--- src/rtl/core/c2gs_pkg.sv ---
// Shared types, widths and the arctangent table for the galactic spherical converter.
// Used by every module of the block; depends on nothing.
`timescale 1ns / 1ps
`default_nettype none
package c2gs_pkg;

   // Field and datapath widths
   localparam int COORD_W = 32;            // Q16.16 coordinate
   localparam int OFS_W   = 33;            // exact offset from the observer
   localparam int DIST_W  = 33;            // unsigned Q17.16 distance
   localparam int ANGLE_W = 16;            // binary angle on the result
   localparam int ROOT_W  = 34;            // square root bits handled by the cells
   localparam int RAD_W   = 68;            // radicand and trial subtrahend
   localparam int XY_W    = 37;            // CORDIC x/y, covers the gain growth
   localparam int ZANG_W  = 34;            // CORDIC angle, 2^-32 turn units
   localparam int MAX_ITER = 32;           // table depth
   localparam int LAT_MAX = 16384;         // quarter turn

   // Register indexes on the configuration port
   localparam int CSR_IDX_W = 2;
   typedef enum logic [CSR_IDX_W-1:0] {
      REG_OBSERVER_X = 2'd0,
      REG_OBSERVER_Y = 2'd1,
      REG_OBSERVER_Z = 2'd2
   } reg_index_type;

   // Two square roots worked together, one digit per cell
   typedef struct packed {
      logic [RAD_W-1:0]  rem_3d;
      logic [ROOT_W-1:0] root_3d;
      logic [RAD_W-1:0]  rem_2d;
      logic [ROOT_W-1:0] root_2d;
   } sqrt_pair_type;

   // Vector and accumulated angle of one CORDIC
   typedef struct packed {
      logic signed [XY_W-1:0]   x;
      logic signed [XY_W-1:0]   y;
      logic signed [ZANG_W-1:0] z;
   } cordic_vec_type;

   // atan(2^-i) in 2^-32 turn units, truncated
   function automatic logic [31:0] atan_entry(input int i);
      logic [31:0] v;
      case (i)
         0: v = 32'h20000000;  1: v = 32'h12E4051D;  2: v = 32'h09FB385B;
         3: v = 32'h051111D4;  4: v = 32'h028B0D43;  5: v = 32'h0145D7E1;
         6: v = 32'h00A2F61E;  7: v = 32'h00517C55;  8: v = 32'h0028BE53;
         9: v = 32'h00145F2E; 10: v = 32'h000A2F98; 11: v = 32'h000517CC;
         12: v = 32'h00028BE6; 13: v = 32'h000145F3; 14: v = 32'h0000A2F9;
         15: v = 32'h0000517C; 16: v = 32'h000028BE; 17: v = 32'h0000145F;
         18: v = 32'h00000A2F; 19: v = 32'h00000517; 20: v = 32'h0000028B;
         21: v = 32'h00000145; 22: v = 32'h000000A2; 23: v = 32'h00000051;
         24: v = 32'h00000028; 25: v = 32'h00000014; 26: v = 32'h0000000A;
         27: v = 32'h00000005; 28: v = 32'h00000002; 29: v = 32'h00000001;
         default: v = 32'h00000000;
      endcase
      return v;
   endfunction

   // Magnitude of an offset, always below 2^32
   function automatic logic [COORD_W-1:0] offset_mag(input logic signed [OFS_W-1:0] v);
      logic signed [OFS_W-1:0] a;
      a = v[OFS_W-1] ? -v : v;
      return a[COORD_W-1:0];
   endfunction

   // Fold the left half plane onto the right one; half turn start angle
   function automatic cordic_vec_type cordic_init(input logic signed [XY_W-1:0] x,
                                                  input logic signed [XY_W-1:0] y);
      cordic_vec_type v;
      if (x[XY_W-1]) begin
         v.x = -x;
         v.y = -y;
         v.z = ZANG_W'(34'sh0_8000_0000);
      end else begin
         v.x = x;
         v.y = y;
         v.z = '0;
      end
      return v;
   endfunction

endpackage
`default_nettype wire

--- src/rtl/core/c2gs_cordic_cell.sv ---
// One vectoring CORDIC iteration with a fixed shift, plus a delay slot for side data.
// Depends on c2gs_pkg.
`timescale 1ns / 1ps
`default_nettype none
module c2gs_cordic_cell #(
   parameter int STAGE  = 0,
   parameter int PASS_W = 1
) (
   input  wire                            clock,
   input  wire                            reset,
   input  wire                            advance,
   input  wire c2gs_pkg::cordic_vec_type  vec_in,
   input  wire [PASS_W-1:0]               pass_in,
   output c2gs_pkg::cordic_vec_type       vec_out,
   output logic [PASS_W-1:0]              pass_out
);
   c2gs_pkg::cordic_vec_type    vec_in_w;
   c2gs_pkg::cordic_vec_type    vec_ff;
   logic [PASS_W-1:0]           pass_ff;
   logic signed [c2gs_pkg::XY_W-1:0]   xs;
   logic signed [c2gs_pkg::XY_W-1:0]   ys;
   logic signed [c2gs_pkg::ZANG_W-1:0] step;

   // Rotate towards the x axis; both updates use the old values
   always_comb begin
      xs   = vec_in.x >>> STAGE;
      ys   = vec_in.y >>> STAGE;
      step = c2gs_pkg::ZANG_W'(c2gs_pkg::atan_entry(STAGE));
      if (!vec_in.y[c2gs_pkg::XY_W-1] && (vec_in.y != '0)) begin
         vec_in_w.x = vec_in.x + ys;
         vec_in_w.y = vec_in.y - xs;
         vec_in_w.z = vec_in.z + step;
      end else begin
         vec_in_w.x = vec_in.x - ys;
         vec_in_w.y = vec_in.y + xs;
         vec_in_w.z = vec_in.z - step;
      end
   end

   // Hand on to the next cell
   always_ff @(posedge clock) begin
      if (advance) begin
         vec_ff <= vec_in_w;
      end
   end

   // Side data carries the valid mark; clear it on reset
   always_ff @(posedge clock) begin
      if (reset) begin
         pass_ff <= '0;
      end else if (advance) begin
         pass_ff <= pass_in;
      end
   end

   assign vec_out  = vec_ff;
   assign pass_out = pass_ff;
endmodule
`default_nettype wire

--- config.mk ---
export PLATFORM = sky130hd
export DESIGN_NAME = c2gs_cordic_cell
export DESIGN_NICKNAME = d
export VERILOG_FILES = /design/src/rtl/core/c2gs_pkg.sv /design/src/rtl/core/c2gs_cordic_cell.sv
export SDC_FILE = /design/constraint.sdc
export NUM_CORES = 1
export LEC_CHECK = 0
export ABC_AREA = 0
export BUFFER_PORTS_ARGS = -buffer_cell sky130_fd_sc_hd__buf_4
export CAP_MARGIN = 20
export CORE_ASPECT_RATIO = 1.25
export CORE_MARGIN = 1
export CORE_UTILIZATION = 42
export CTS_CLUSTER_DIAMETER = 50
export DETAILED_ROUTE_END_ITERATION = 6
export GPL_ROUTABILITY_DRIVEN = 0
export SYNTH_ARGS = -nofsm -noshare
export SYNTH_HDL_FRONTEND = slang
export SYNTH_SLANG_ARGS = --single-unit
--- constraint.sdc ---
create_clock -name clock -period 3.56 [get_ports clock]
set_input_delay 0.178 -clock clock [delete_from_list [all_inputs] [get_ports clock]]
set_output_delay 0.178 -clock clock [all_outputs]
set_load 0.01 [all_outputs]
==> flow_metrics.env <==
export IMPL_grt_first_pass_wirelength_um=53000
export IMPL_final_max_slew_violation_count=0
export IMPL_seqCellArea_mm2=0.00323
export IMPL_core_area_mm2=0.0239
export IMPL_start_util=0.430
export IMPL_postCtsHoldBufs=30
export IMPL_antenna_left=0
export IMPL_area_growth_syn_to_layout_pct=27.2
export IMPL_hold_viol_final=0
export IMPL_status="completed"
export IMPL_drtPass1Iterations=5
export IMPL_p_per_area_mw_per_mm2=355
export IMPL_gr_total_overflow=0
export IMPL_ios=221
export IMPL_peakVddDrop_mv=0.242
export IMPL_met3_length_um=2310
export IMPL_highest_layer="met4"
export IMPL_wl_um=34800
export IMPL_required_ns=3.68
export IMPL_path_buf_inv=2
export IMPL_cts_root_buf="clkbuf_16"
export IMPL_async_flop_share=0
export IMPL_rows=63
export IMPL_route_detailed_drc=0
export IMPL_yosysWarnings=0
export IMPL_syn_avg_cell_area_um2=8.48
export IMPL_hpwl_um=27800
export IMPL_crit_path_cell_trace="buf_4, ha_1, inv_1, fa_1, o21ba_1, or4_4, a211oi_2, o41ai_2, o311a_1, a31oi_4, nor4b_1, a2111o_1"
export IMPL_routed_wl_met2_um=16200
export IMPL_yosys_top_cells_area="edfxtp_1, ha_1, a21oi_1, xnor2_1, inv_1"
export IMPL_wl_met1_um=15100
export IMPL_fillerInstances=2292
export IMPL_die_w_um=142
export IMPL_grt_pass1_vias=9644
export IMPL_synth_seq_cells=108
export IMPL_clock_sinks=108
export IMPL_netlist_area_mm2=0.0103
export IMPL_cts_inserted_buffers=9
export IMPL_fin_crit_ns=3.06
export IMPL_drtIter0Drc=1040
export IMPL_portBuffers=220
export IMPL_layout_worst_path_cycle_share=0.859
export IMPL_rsz0062_at_grt="no"
export IMPL_clock_path_buffers=2
export IMPL_multi_input_area_mm2=0.00638
export IMPL_dieHeight_um=177
export IMPL_htree_levels=3
export IMPL_max_freq_mhz=327
export IMPL_synthFlopType="edfxtp_1"
export IMPL_p_total_mw=4.64
export IMPL_holdWs_ns=0.0733
export IMPL_dieArea_mm2=0.0251
export IMPL_yosysMostFrequentCell="a21oi_1"
export IMPL_cts_tree="done"
export IMPL_path_class="in2reg"
export IMPL_num_nets_final=1693
export IMPL_viasPerCell=5.68
export IMPL_grt_max_degree=61
export IMPL_synthCells=1211
export IMPL_critical_path_slowest_cell="or4_4"
export IMPL_hold_path_cell_count=3
export IMPL_num_vias=10200
export IMPL_synth_top_area_share=0.313
export IMPL_drive_gt1_frac=0.206
export IMPL_clk_latency_ns=0.36
export IMPL_path_clk_slew_ns=0.08
export IMPL_synth_edff_count=107
export IMPL_worst_setup_path_start_kind="input port"
export IMPL_synth_common_cells="a21oi_1, ha_1, inv_1, edfxtp_1, nor2_1"
export IMPL_yosysTopAreaCell="edfxtp_1"
export IMPL_synthDistinctLibCells=73
export IMPL_crit_family="compound AO/OA/AOI/OAI gates"
export IMPL_p_leak_nw=5.68
export IMPL_antenna_cells=0
export IMPL_grt_usage=0.275
export IMPL_setup_viol=0
export IMPL_crit_path_end_kind="register"
export IMPL_finalSetupTns_ns=0
export IMPL_crit_fanout=4
export IMPL_cp_depth=12
export IMPL_cpPeakStageDelay_ns=0.44
export IMPL_synth_seq_area_share=0.315
export IMPL_cts_resized_gates=0
export IMPL_worst_pin_slew_ns=0.678
export IMPL_worst_clock_skew_ns=0
export IMPL_hp_class="in2reg"
export IMPL_worstRegToRegCells=2
export IMPL_wl_per_cell_um=19.4
export IMPL_antenna_found_initial=0
export IMPL_syn_num_nets=1438
export IMPL_worstPathArrival_ns=3.18
export IMPL_post_cts_setup_buffers=0
export IMPL_slew_headroom=0.545
export IMPL_drv_cap=0
[sequential cells by signal (all words and copies together) (netlist names)]
signal,cells
vec_out,107
pass_out,1
[report_power, final]
group	switching [mW]	internal, mW	total [mW]	leakage, nW
sequential	0.0541	1.64	1.69	1.06
clock	0.518	0.489	1.01	0.142
combinational	1.11	0.829	1.94	4.48
total	1.68	2.96	4.64	5.68
[placed cells by master, fill, tap and decap left out, types with 37 or more instances in the layout]
master    netlist  layout
a21oi_1       129     129
buf_4           1     270
edfxtp_1      107     107
ha_1          111     111
inv_1         110     110
nand2_1        70      70
nor2_1         87      87
nor3_1         37      37
o21ai_0        78      78
xnor2_1        65      65
[metal layers]
metal,vias to the layer above,GRT usage
li1,4903,-
met2,477,0.454
met4,0,0.115
met5,-,0
met1,4755,0.358
met3,64,0.0411
[tightest hold or removal path, cell delays in order]
cell and delay (ns):
buf_4 0.07, mux2i_1 0.07, nor2_1 0.08
[metrics by stage]
step | area [um2] | worst slack [ns] | instances | utilization
finish | 13100 | 0.500 | 1796 | 0.547
detailed placement | 12500 | 0.144 | 1750 | 0.523
global placement | 12500 | 0.295 | 1750 | 0.523
floorplan | 10300 | 0.491 | 1211 | -
global route | 13100 | 0.366 | 1796 | 0.547
CTS | 13100 | 0.521 | 1796 | 0.547
[cells by family after synthesis]
kind of cell,count (synthesis),synth area share
simple gates,316,0.150
flops,108,0.315
xor+xnor,70,0.0597
buf+inv,171,0.0637
compound gates,419,0.257
fa+ha+maj,115,0.143
mux,12,0.0117
[worst paths after layout]
kind / slack [ns] / endpoint / start
worst max register to register: 2.94 / pass_out / pass_out
worst max-delay path: 0.50 / vec_out[70] / vec_in[34]
worst min-delay path: 0.07 / pass_out / pass_in
worst min register to register: 0.52 / pass_out / pass_out
[final cells by class]
type / instances / share of cell area
Inverter: 115 / 0.0330
Sequential cell: 108 / 0.247
Multi-Input combinational cell: 932 / 0.489
Clock buffer: 9 / 0.0172
Timing Repair Buffer: 300 / 0.178
Tap cell: 325 / 0.0311
Clock inverter: 7 / 0.00441
No activity file was read; power rests on OpenSTA's default activity.
